$ cat src/hdl/zrd_pkg.sv
// Shared types and constants of the zero-run decoder.
`timescale 1ns / 1ps
`default_nettype none
package zrd_pkg;

  localparam int unsigned BYTE_W   = 8;
  localparam int unsigned COUNT_W  = 16;
  localparam int unsigned APB_DW   = 32;
  localparam int unsigned APB_AW   = 3;

  localparam logic [BYTE_W-1:0]  ZERO_MARKER      = 8'h00;
  localparam logic [COUNT_W-1:0] CAPACITY_DEFAULT = 16'hFFFF;

  // Register index taken from the word address bit of paddr, its top bit.
  localparam logic REG_OUT_CAPACITY = 1'b0;

  typedef enum logic [1:0] {
    STATUS_OK        = 2'd0,
    STATUS_DANGLING  = 2'd1,
    STATUS_TRUNCATED = 2'd2
  } status_t;

  typedef struct packed {
    logic               armed;
    logic [COUNT_W-1:0] written;
    logic               overflowed;
  } zrd_state_t;

  typedef struct packed {
    logic [BYTE_W-1:0]  value;
    logic [BYTE_W-1:0]  run;
    logic               final_word;
    logic [COUNT_W-1:0] length;
    status_t            status;
  } zrd_result_t;

endpackage
`default_nettype wire

$ cat src/hdl/zrd_cfg.sv
// APB register block holding the output capacity.
`timescale 1ns / 1ps
`default_nettype none
module zrd_cfg (
  input  wire logic                         clk,
  input  wire logic                         rst,
  input  wire logic                         psel,
  input  wire logic                         penable,
  input  wire logic                         pwrite,
  input  wire logic [zrd_pkg::APB_AW-1:0]   paddr,
  input  wire logic [zrd_pkg::APB_DW-1:0]   pwdata,
  output logic      [zrd_pkg::APB_DW-1:0]   prdata,
  output logic                              pready,
  output logic      [zrd_pkg::COUNT_W-1:0]  capacity
);
  import zrd_pkg::*;

  logic reg_hit;

  assign pready  = 1'b1;
  assign reg_hit = (paddr[APB_AW-1] == REG_OUT_CAPACITY);

  always_ff @(posedge clk) begin
    if (rst) begin
      capacity <= CAPACITY_DEFAULT;
    end else if (psel && penable && pwrite && pready && reg_hit) begin
      capacity <= pwdata[COUNT_W-1:0];
    end
  end

  always_comb begin
    prdata = '0;
    if (reg_hit) begin
      prdata = {{(APB_DW-COUNT_W){1'b0}}, capacity};
    end
  end

endmodule
`default_nettype wire

$ cat src/hdl/zrd_step.sv
// Decode logic for one byte: next message state and the result word.
`timescale 1ns / 1ps
`default_nettype none
module zrd_step (
  input  wire logic [zrd_pkg::BYTE_W-1:0]  in_byte,
  input  wire logic                        in_last,
  input  wire logic [zrd_pkg::COUNT_W-1:0] capacity,
  input  wire zrd_pkg::zrd_state_t         state,
  output zrd_pkg::zrd_state_t              state_next,
  output logic                             emit,
  output zrd_pkg::zrd_result_t             result
);
  import zrd_pkg::*;

  logic [COUNT_W-1:0] room;
  logic [COUNT_W-1:0] room_after;
  logic [BYTE_W-1:0]  run;
  logic [BYTE_W-1:0]  value;
  logic               dangling;
  zrd_state_t         upd;

  // A capacity lowered below the written count leaves no room at all.
  assign room = (state.written >= capacity) ? '0 : (capacity - state.written);

  always_comb begin
    upd        = state;
    run        = '0;
    value      = '0;
    dangling   = 1'b0;
    room_after = room;
    if (state.armed) begin
      if (in_byte != ZERO_MARKER) begin
        if ({{(COUNT_W-BYTE_W){1'b0}}, in_byte} > room) begin
          run            = room[BYTE_W-1:0];
          upd.overflowed = 1'b1;
        end else begin
          run = in_byte;
        end
        upd.armed = 1'b0;
      end else begin
        if (room != '0) begin
          run        = {{(BYTE_W-1){1'b0}}, 1'b1};
          room_after = room - {{(COUNT_W-1){1'b0}}, 1'b1};
        end
        // A zero count is taken again as a marker, which needs room too.
        if (room_after == '0) begin
          upd.overflowed = 1'b1;
          upd.armed      = 1'b0;
        end else begin
          dangling = 1'b1;
        end
      end
    end else if (room == '0) begin
      upd.overflowed = 1'b1;
    end else if (in_byte == ZERO_MARKER) begin
      upd.armed = 1'b1;
      dangling  = 1'b1;
    end else begin
      value = in_byte;
      run   = {{(BYTE_W-1){1'b0}}, 1'b1};
    end
    upd.written = state.written + {{(COUNT_W-BYTE_W){1'b0}}, run};
  end

  always_comb begin
    emit              = in_last || (run != '0);
    result.value      = value;
    result.run        = run;
    result.final_word = in_last;
    result.length     = '0;
    result.status     = STATUS_OK;
    state_next        = upd;
    if (in_last) begin
      result.length = upd.written;
      if (upd.overflowed) begin
        result.status = STATUS_TRUNCATED;
      end else if (dangling) begin
        result.status = STATUS_DANGLING;
      end
      state_next = '0;
    end
  end

endmodule
`default_nettype wire

$ cat src/hdl/zero_run_decoder.sv
// Top level of the zero-run decoder: input register, message state and result register.
//
// Usage: encoded bytes enter on in_valid/in_ready with in_byte and in_last. Each
// accepted word yields at most one result word on out_valid/out_ready: a run of
// run_length copies of out_value, and on the message's last byte also is_final,
// decoded_length and status. A byte that produces no run and is not last gives
// no result word.
// A byte is first held in the input register and, once the result register is free
// or being emptied, is decoded into the result register, from which the receiver
// takes the word.
// Throughput: one byte per cycle while the receiver does not stall; the message
// state is a flag, a 16-bit count and an overflow flag, updated for each byte.
// The APB port holds out_capacity at address 0; write it only while idle.
// Reset clears both registers' valid flags and the message state, and sets the
// capacity to 65535. When the receiver stalls, the result register holds its
// word, the input register holds the next byte, and in_ready falls once both
// are full.
`timescale 1ns / 1ps
`default_nettype none
module zero_run_decoder (
  input  wire logic                         clk,
  input  wire logic                         rst,
  input  wire logic                         in_valid,
  output logic                              in_ready,
  input  wire logic [zrd_pkg::BYTE_W-1:0]   in_byte,
  input  wire logic                         in_last,
  output logic                              out_valid,
  input  wire logic                         out_ready,
  output logic      [zrd_pkg::BYTE_W-1:0]   out_value,
  output logic      [zrd_pkg::BYTE_W-1:0]   run_length,
  output logic                              is_final,
  output logic      [zrd_pkg::COUNT_W-1:0]  decoded_length,
  output zrd_pkg::status_t                  status,
  input  wire logic                         psel,
  input  wire logic                         penable,
  input  wire logic                         pwrite,
  input  wire logic [zrd_pkg::APB_AW-1:0]   paddr,
  input  wire logic [zrd_pkg::APB_DW-1:0]   pwdata,
  output logic      [zrd_pkg::APB_DW-1:0]   prdata,
  output logic                              pready
);
  import zrd_pkg::*;

  logic               capacity;
  logic [COUNT_W-1:0] out_capacity;
  logic               byte_valid;
  logic [BYTE_W-1:0]  byte_q;
  logic               last_q;
  logic               advance;
  logic               emit;
  zrd_state_t         msg_state;
  zrd_state_t         msg_state_next;
  zrd_result_t        result;
  zrd_result_t        result_q;

  zrd_cfg u_cfg (
    .clk      (clk),
    .rst      (rst),
    .psel     (psel),
    .penable  (penable),
    .pwrite   (pwrite),
    .paddr    (paddr),
    .pwdata   (pwdata),
    .prdata   (prdata),
    .pready   (pready),
    .capacity (out_capacity)
  );

  zrd_step u_step (
    .in_byte    (byte_q),
    .in_last    (last_q),
    .capacity   (out_capacity),
    .state      (msg_state),
    .state_next (msg_state_next),
    .emit       (emit),
    .result     (result)
  );

  // The held byte moves on once the result register is free or being emptied.
  assign capacity = !out_valid || out_ready;
  assign advance  = byte_valid && capacity;
  assign in_ready = !byte_valid || capacity;

  always_ff @(posedge clk) begin
    if (rst) begin
      byte_valid <= 1'b0;
    end else if (in_ready) begin
      byte_valid <= in_valid;
    end
  end

  always_ff @(posedge clk) begin
    if (in_ready && in_valid) begin
      byte_q <= in_byte;
      last_q <= in_last;
    end
  end

  always_ff @(posedge clk) begin
    if (rst) begin
      msg_state <= '0;
    end else if (advance) begin
      msg_state <= msg_state_next;
    end
  end

  always_ff @(posedge clk) begin
    if (rst) begin
      out_valid <= 1'b0;
    end else if (advance && emit) begin
      out_valid <= 1'b1;
    end else if (out_ready) begin
      out_valid <= 1'b0;
    end
  end

  always_ff @(posedge clk) begin
    if (advance && emit) begin
      result_q <= result;
    end
  end

  assign out_value      = result_q.value;
  assign run_length     = result_q.run;
  assign is_final       = result_q.final_word;
  assign decoded_length = result_q.length;
  assign status         = result_q.status;

endmodule
`default_nettype wire

$ cat config.mk
export PLATFORM = sky130hd
export DESIGN_NAME = zero_run_decoder
export DESIGN_NICKNAME = d
export VERILOG_FILES = /design/src/hdl/zrd_pkg.sv /design/src/hdl/zrd_cfg.sv /design/src/hdl/zrd_step.sv /design/src/hdl/zero_run_decoder.sv
export SDC_FILE = /design/constraint.sdc
export NUM_CORES = 1
export LEC_CHECK = 0
export BUFFER_PORTS_ARGS = -buffer_cell sky130_fd_sc_hd__buf_4
export CAP_MARGIN = 20
export CORE_AREA = 2 2 116 118
export DETAILED_ROUTE_END_ITERATION = 16
export DIE_AREA = 0 0 118 120
export PLACE_DENSITY = 0.66
export RECOVER_POWER = 25
export SYNTH_ARGS = -nofsm -noshare
export SYNTH_HDL_FRONTEND = slang
export SYNTH_SLANG_ARGS = --single-unit
export TNS_END_PERCENT = 100
$ cat constraint.sdc
create_clock -name clk -period 13 [get_ports clk]
set_input_delay 0.65 -clock clk [delete_from_list [all_inputs] [get_ports clk]]
set_output_delay 0.65 -clock clk [all_outputs]
set_load 0.02 [all_outputs]
-- Word level (Yosys, flattened, before mapping)
Index checks and enable logic that the tools add are counted.
- flip-flop bits (word level): 80
- output and inout bits: 70
- input bits: 51
- mux-type cells: 26
- bitwise operators: 2
- reduce and logical (&&, ||, !) cells: 20
- add/subtract/negate cells: 3
- order comparisons: 2
- operators by type and width (kind ; number):
    2-to-1 mux 16 bit ; 5
    zero test 16 bit ; 2
    2-to-1 mux 8 bit ; 4
    2-to-1 mux 18 bit ; 1
    adder 16 x 8 -> 16 bit ; 1
    greater-or-equal comparator 16 bit ; 1
    greater-than comparator 8 x 16 -> 1 bit ; 1
    nonzero test 16 bit ; 1
    nonzero test 8 bit ; 2
    subtractor 16 x 1 -> 16 bit (second input constant) ; 1
    subtractor 16 bit ; 1
    2-to-1 mux 1 bit ; 15
    zero test 8 bit ; 1
    logical AND 1 bit ; 6
    logical OR 1 bit ; 3
    OR reduction 3 bit ; 1
    zero test 1 bit ; 2
    2-to-1 mux 2 bit ; 1
    inverter 1 bit ; 2
    nonzero test 2 bit ; 1
    OR reduction 2 bit ; 1

-- Depth between registers and ports, before layout
Gate-level depths: netlist of run 1.
- word-level depth: 12
- gate-level depth with buffers: 32
- gate-level depth less buffers: 31

-- Modules after synthesis
Synthesis of run 1 repeated with hierarchy kept, for this count alone.
- cell total of the unflattened synthesis: 663
- area total of the unflattened synthesis: 5856.9 um^2
- by module, submodules not included (module ; cells an instance ; area an instance (um^2) ; times used ; seq. area each (um^2)):
    zrd_step ; 423 ; 2723.9 ; 1 ; 0.0
    zero_run_decoder ; 134 ; 2225.9 ; 1 ; 1721.7
    zrd_cfg ; 106 ; 907.1 ; 1 ; 320.3

-- Least setup slack after synthesis of run 1
No wires, ideal clock.
- path kind: register to register
- start: register msg_state[9] (netlist bit)
- end: register result_q (netlist bit decoded_length[10]) (data pin)
- period minus slack after synthesis: 6.494 ns
- data required time: 12.734 ns
- buffers on the path: 2
- setup time: 0.266 ns
- stages on the path, launching flop included: 30
- data arrival time: 6.228 ns
- slack: 6.506 ns
- cell sequence: dfxtp_1 clkbuf_1 inv_1 ha_1 and2_1 nand4_1 or4_1 and2_1 clkbuf_1 nand2_1 ha_1 nor2b_1 o21a_1 o21a_1 o21ai_0 a21oi_1 o31ai_1 o31a_1 o22ai_2 ha_1 fa_1 a21o_1 a21oi_1 o21bai_1 a21oi_1 o21bai_1 a21oi_1 nor2_1 xnor2_1 nor2_1
- RTL lines (element ; line ; text):
    from (decl) ; zero_run_decoder.sv:51 ; zrd_state_t msg_state;
    from (signal assigned) ; zero_run_decoder.sv:103 ; msg_state <= msg_state_next;
    to (signal assigned) ; zero_run_decoder.sv:119 ; result_q <= result;
    to (decl) ; zero_run_decoder.sv:54 ; zrd_result_t result_q;

==> metrics.csv, run 1 <==
stage,metric,value,unit
setup_path,startpoint,u_cfg.capacity[0],
sta,slew_violations,0,
floorplan,dieArea,14200,µm²
sta,fin_hold_ws,0.494,ns
setup_path,cpPeakStageDelay,0.51,ns
sta,hold_viol_final,0,
setup_path,start_kind,register,
cells_and_area,diodes,0,
sta,skew,0.00846,ns
floorplan,initial_core_util,42.8,%
grt,top_usage_layer,met2,
cts,clock_latency,0.35,ns
detailed_routing,wl_per_cell,16.3,µm
yosys,synth_edf_count,44,
placed_design,place_congestion,0.897,
grt,antenna_found_initial,0,
grt,grt_pass1_vias,4584,
setup_path,end_kind,register,
floorplan,fp.dieW,118,µm
setup_path,cpMaxStageDelayCell,o31ai_1,
yosys,ys_ff_latch,80,
pwr,leakage,0.00249,µW
grt,met2_usage,34.2,%
cts,cts-root-buf,clkbuf_16,
detailed_routing,drtPass1Iterations,7,
yosys,synth_cells,640,
setup_path,arrival,7.41,ns
yosys,ys_types,74,
cells_and_area,num-nets-final,797,
cts,post_cts_buffers,0,
setup_path,r2r_cells,31,
sta,fin_crit,7.32,ns
grt,met1_usage,25.6,%
yosys,synth-simple-area-share,24.7,%
sta,max_freq,0.137,GHz
placed_design,dp_hpwl,11.3,mm
setup_path,reg2reg_slack,5.68,ns
cells_and_area,finish.utilization,50.2,%
sta,finalSetupViolations,0,
cts,ctsHoldBuffers,0,
cts,cts_max_path_buffers,2,
grt,grt_use_met3,5.23,%
pwr,peakVddDrop,0.0613,mV
job,max_cap_viol_count,0,
sta,rsz0062_at_grt,no,
min_path,hold_path.class,reg -> reg,
grt,globalRouteTotalUtil,20.7,%
cts,clk_pin_slew,0.06,ns
yosys,async_reset_ff_share,0,%
sta,post-route-period-util,56.3,%
grt,grt-ovfl-total,0,
cts,cts_tree,built,
detailed_routing,post_drt_via_cell_ratio,5.50,
detailed_routing,first_iter_violations,278,
setup_path,path_max_fanout,13,
yosys,syn-cell-area,5560,µm²
cells_and_area,area_growth,17.2,%
yosys,yosys-top-cells-count,"nand2_1 (67), nor2_1 (48), a21oi_1 (47), edfxtp_1 (44), dfxtp_1 (36)",
yosys,synth.largest_area_cell,edfxtp_1,
setup_path,path_class,reg -> reg,
detailed_routing,drc,0,
yosys,ys_warn_count,0,
cells_and_area,final_layout_size_suffix_gt1_share,13.3,%
yosys,synth-xor-area-share,3.63,%
yosys,synth_most_common_cell,nand2_1,
detailed_routing,wirelength,14.5,mm
yosys,ys.flop_type,edfxtp_1,
setup_path,r2r-end,decoded_length[10],
yosys,netlist.area_leader.share,23.8,%
floorplan,io_pins,121,
sta,worst_pin_slew,0.997,ns
pwr,powerDensity,103,nW/µm²
detailed_routing,ant_nets,0,
setup_path,required,13.09,ns
floorplan,die_h,120,µm
placed_design,io_buffers,85,
setup_path,r2r-start,u_cfg.capacity[0],
cts,cts_buffers,9,
grt,grt_max_degree,36,
cts,clock_sinks,80,
cts,ctsResizeCount,0,
yosys,synth_top_family_by_area,simple AND/OR/NAND/NOR gates,
grt,grt_pass1_wl,23.1,mm
setup_path,crit_path_end,decoded_length[10],
yosys,synthMuxAreaShare,0.743,%
floorplan,rows,42,
yosys,synth_adder_area_share,8.15,%
yosys,netlist_top_cells_area,"edfxtp_1 (24%), dfxtp_1 (13%), ha_1 (7.4%), nand2_1 (4.5%), a21oi_1 (4.2%)",
yosys,synth-compound-area-share,19.3,%
yosys,synth_area_per_cell,8.68,µm²
yosys,ys_seq_area_share,36.7,%
setup_path,cpMostUsedCell,a21oi_1,
cts,h-tree-depth,3,
detailed_routing,dr_total_vias,4907,
floorplan,core_area,13000,µm²
sta,finalSetupTns,0,ns
run_status,outcome,"finished, final reports clean",
sta,relSlewSlack,33.4,%
[state kept, by name (all words and copies together) (netlist names)]
name / count
out_valid: 1
is_final: 1
byte_valid: 1
last_q: 1
msg_state: 18
byte_q: 8
decoded_length: 16
status: 2
out_value: 8
u_cfg.capacity: 16
run_length: 8
[layout by cell type, fill, tap and decap left out, drive strengths merged, types with 4 or more instances in the layout]
cell     n
a22oi    5
o21a     5
nor2    49
inv     31
and2    24
nor2b   21
ha      33
o21ai   31
a21o    12
clkbuf  44
nor3    13
nand2b   5
nor4     7
xor2     6
or3      9
buf     53
xnor2   17
or4      4
o21bai   6
nand3   35
a21oi   49
dfxtp   36
o221ai   4
nand2   67
a211oi   5
a31oi    4
o31ai    5
and3     9
conb    17
nand4   10
edfxtp  44
[where the power goes]
part           internal (µW)  leakage [µW]  switching, µW
Sequential               276      0.000700           6.08
Clock                    198      0.000175           99.2
Combinational           33.0       0.00161           57.0
[worst min path at each step]
stage                            start            endpoint  slack [ns]  depth (start not counted)
floorplan                       last_q            is_final        0.42                          0
global placement         msg_state[16]       msg_state[16]        0.47                          2
detailed placement   u_cfg.capacity[7]   u_cfg.capacity[7]        0.49                          2
CTS                         in_byte[7]           byte_q[7]        0.47                          1
global route                   in_last              last_q        0.49                          1
finish              u_cfg.capacity[14]  u_cfg.capacity[14]        0.49                          2
[stage by stage]
stage	setup slack (ns)	instance area, µm²	instances	power (µW)
floorplan	6.51	5610	655	350
global placement	5.68	6230	874	378
detailed placement	5.54	6230	874	379
CTS	5.50	6590	890	677
global route	5.09	6510	892	694
finish	5.68	6510	892	669
[kinds of logic (layout without fill, tap and decap cells)]
logic type,count (synthesis),count (layout)
simple gates,265,265
compound gates,158,158
xor+xnor,23,23
other cells,2,17
fa+ha+maj,35,35
buf+inv,73,134
mux,4,4
flops,80,80
[metal layers]
| layer | up-vias | routed length [µm] |
|---|---|---|
| met5 | - | 0 |
| met3 | 31 | 806 |
| met1 | 2262 | 6430 |
| met2 | 179 | 6870 |
| met4 | 0 | 416 |
| li1 | 2435 | - |
[worst max-delay path: cells and delay by family (launching register included)]
| family | cells | cell delay [ns] |
|---|---|---|
| AO/OA/AOI/OAI | 15 | 3.16 |
| XOR/XNOR | 1 | 0.20 |
| adder cells (fa/ha/maj) | 5 | 1.59 |
| buffers and inverters | 3 | 0.48 |
| flip-flops | 1 | 0.29 |
| AND/OR/NAND/NOR | 7 | 1.32 |
[area by class of cell]
cell class	instances	area, µm²
Sequential cell	80	2040
Clock inverter	6	104
Timing Repair Buffer	87	561
Fill cell	1264	6470
Multi-Input combinational cell	502	3220
Tap cell	176	220
Clock buffer	10	250
Inverter	31	116
Note: power is estimated with default switching activity, not from simulation.
==> run 2, diff against run 1 <==
==> constraint.sdc (replaced) <==
create_clock -name clk -period 7.1 [get_ports clk]
set_input_delay 0.355 -clock clk [delete_from_list [all_inputs] [get_ports clk]]
set_output_delay 0.355 -clock clk [all_outputs]
set_load 0.02 [all_outputs]
==> run 2 against run 1 <==
  * Sequential share of layout area is 0.24 points higher
  * Critical endpoint is now msg_state[12]
  * Sequential cell count unchanged
  * Critical path depth fell by 3
  * Final cell count grew 0.34%
  * Via count rose by 1.2%
  * Worst hold slack got worse by 0.28 ns
  * Critical path type unchanged
  * Wire length shrank 0.24%
  * First-iteration DRC count is 6.1% higher
  * Fmax is 11% higher
  * Clock power rose by 60%
  * Register-to-register slack got worse by 5.2 ns
  * Global-route usage fell by 0.15 points
==> metrics.csv, run 2 (synthesized netlist as in run 1, its figures left out) <==
stage,metric,value,unit,change
floorplan,die_h,120,µm,unchanged
setup_path,end_kind,register,,unchanged
placed_design,dp_hpwl,11.1,mm,was 11.3 mm
cts,cts-root-buf,clkbuf_16,,unchanged
sta,finalSetupViolations,0,,unchanged
detailed_routing,drc,0,,unchanged
floorplan,fp.dieW,118,µm,unchanged
cells_and_area,instances_no_fill,895,,was 892
setup_path,path_class,reg -> reg,,unchanged
cells_and_area,area_growth,16.3,%,was 17.2%
floorplan,core_area,13000,µm²,unchanged
sta,finalSetupTns,0,ns,unchanged
setup_path,start_kind,register,,unchanged
min_path,hold_path.class,in -> reg,,was reg -> reg
grt,grt_pass1_vias,4669,,was 4584
min_path,hold_path_end,byte_q[6],,was u_cfg.capacity[14]
pwr,leakage,0.00245,µW,was 0.00249 µW
pwr,powerDensity,179,nW/µm²,was 103 nW/µm²
placed_design,dp_cells,878,,was 874
cells_and_area,largest_register,msg_state,,unchanged
detailed_routing,drtPass1Iterations,4,,was 7
cts,cts_buffers,9,,unchanged
cts,cts_tree,built,,unchanged
sta,post-route-period-util,92.7,%,was 56.3%
floorplan,dieArea,14200,µm²,unchanged
grt,grt_pass1_wl,23.3,mm,was 23.1 mm
detailed_routing,ant_nets,0,,unchanged
setup_path,r2r-start,msg_state[9],,was u_cfg.capacity[0]
sta,slew_violations,0,,unchanged
setup_path,required,7.38,ns,was 13.09 ns
setup_path,critPathBufInv,3,,unchanged
floorplan,rows,42,,unchanged
grt,grt-ovfl-total,0,,unchanged
cts,clock_latency,0.34,ns,was 0.35 ns
sta,hold_viol_final,0,,unchanged
min_path,holdCritStartpoint,in_byte[6],,was u_cfg.capacity[14]
cells_and_area,largest_reg_flops,18,,unchanged
detailed_routing,wirelength,14.5,mm,about the same
placed_design,place_congestion,0.948,,was 0.897
setup_path,path_max_fanout,13,,unchanged
cells_and_area,final_layout_size_suffix_gt1_share,12.2,%,was 13.3%
pwr,peakVddDrop,0.121,mV,was 0.0613 mV
detailed_routing,post_drt_via_cell_ratio,5.55,,was 5.50
grt,grt_max_degree,36,,unchanged
job,max_cap_viol_count,0,,unchanged
cells_and_area,final_cell_mix,"nand2_1 (67), buf_4 (49), a21oi_1 (47), nor2_1 (47), edfxtp_1 (44)",,"was nand2_1 (67), buf_4 (53), a21oi_1 (47), nor2_1 (47), edfxtp_1 (44)"
sta,relSlewSlack,34.4,%,was 33.4%
setup_path,r2r_cells,28,,was 31
setup_path,cpPeakStageDelay,0.60,ns,was 0.51 ns
cts,ctsResizeCount,0,,unchanged
floorplan,initial_core_util,42.8,%,unchanged
cts,post_cts_buffers,0,,unchanged
setup_path,r2r-end,msg_state[12],,was decoded_length[10]
setup_path,arrival,6.86,ns,was 7.41 ns
setup_path,cpLargestDelayFamily,compound AO/OA/AOI/OAI gates,,unchanged
detailed_routing,first_iter_violations,295,,was 278
cells_and_area,fillers,1254,,was 1264
min_path,hold_depth,1,,was 2
detailed_routing,dr_total_vias,4965,,was 4907
sta,rsz0062_at_grt,no,,unchanged
grt,globalRouteTotalUtil,20.6,%,was 20.7%
floorplan,io_pins,121,,unchanged
setup_path,reg2reg_slack,0.52,ns,was 5.68 ns
run_status,outcome,"finished, final reports clean",,unchanged
cts,cts_max_path_buffers,2,,unchanged
sta,skew,0.00910,ns,was 0.00846 ns
setup_path,cpMaxStageDelayCell,or4_1,,was o31ai_1
sta,max_freq,0.152,GHz,was 0.137 GHz
sta,worst_pin_slew,0.982,ns,was 0.997 ns
cts,clock_sinks,80,,unchanged
setup_path,cpMostUsedCell,a21oi_1,,unchanged
cells_and_area,layout_commonest_cell,nand2_1,,unchanged
cts,ctsHoldBuffers,0,,unchanged
placed_design,io_buffers,85,,unchanged
sta,fin_crit,6.58,ns,was 7.32 ns
cts,h-tree-depth,3,,unchanged
detailed_routing,wl_per_cell,16.2,µm,was 16.3 µm
cells_and_area,diodes,0,,unchanged
grt,antenna_found_initial,0,,unchanged
cells_and_area,num-nets-final,800,,was 797
cts,clk_pin_slew,0.06,ns,about the same
-- run 2: changes by cell type in the layout (fill, tap and decap cells not counted), sizes merged --
| cell | change |
|---|---|
| buf | -4 |
| bufinv | -2 |
| clkbuf | +11 |
| clkinv | -2 |
-- run 2: worst max-delay path by stage --
stage,from,endpoint,slack (ns),cells past startpoint
floorplan,msg_state[9],decoded_length[10],0.61,29
global placement,msg_state[9],decoded_length[13],0.65,28
detailed placement,u_cfg.capacity[0],decoded_length[15],0.55,31
CTS,u_cfg.capacity[0],msg_state[16],0.52,31
global route,msg_state[9],decoded_length[11],0.005,28
finish,msg_state[9],msg_state[12],0.52,28
-- run 2: final cells by class --
type                       count  area (µm²)  area share, %
tap                          176         220           3.41
clock inverter                 2        35.0          0.542
multi-input combinational    502        3220           49.8
inverter                      31         116           1.80
clock buffer                  14         275           4.26
sequential                    80        2040           31.6
timing repair buffer          90         556           8.60
-- run 2: stage by stage --
stage / area [µm²] / util, % / power, µW / setup WS [ns] / hold WS, ns
2_1_floorplan: 5610 / - / 641 / 0.606 / 0.424
3_3_place_gp: 6260 / 48.3 / 692 / 0.653 / 0.472
3_5_place_dp: 6260 / 48.3 / 696 / 0.552 / 0.486
4_1_cts: 6570 / 50.6 / 1170 / 0.521 / 0.178
5_1_grt: 6460 / 49.8 / 1200 / 0.00498 / 0.200
6_report: 6460 / 49.8 / 1160 / 0.515 / 0.213
-- run 2: where the power goes --
group	total, µW	switching [µW]	internal (µW)	leakage [µW]
sequential	517	11.4	506	0.000700
combinational	164	105	59.6	0.00160
clock	476	173	303	0.000152
total	1160	289	868	0.00245
-- run 2: per-layer routing --
metal	track usage, %	vias to the layer above	part of all wire [%]
li1	-	2439	-
met2	32.3	195	47
met3	4.94	41	5.5
met5	0	-	0
met1	26.6	2290	44
met4	9.94	0	3.6
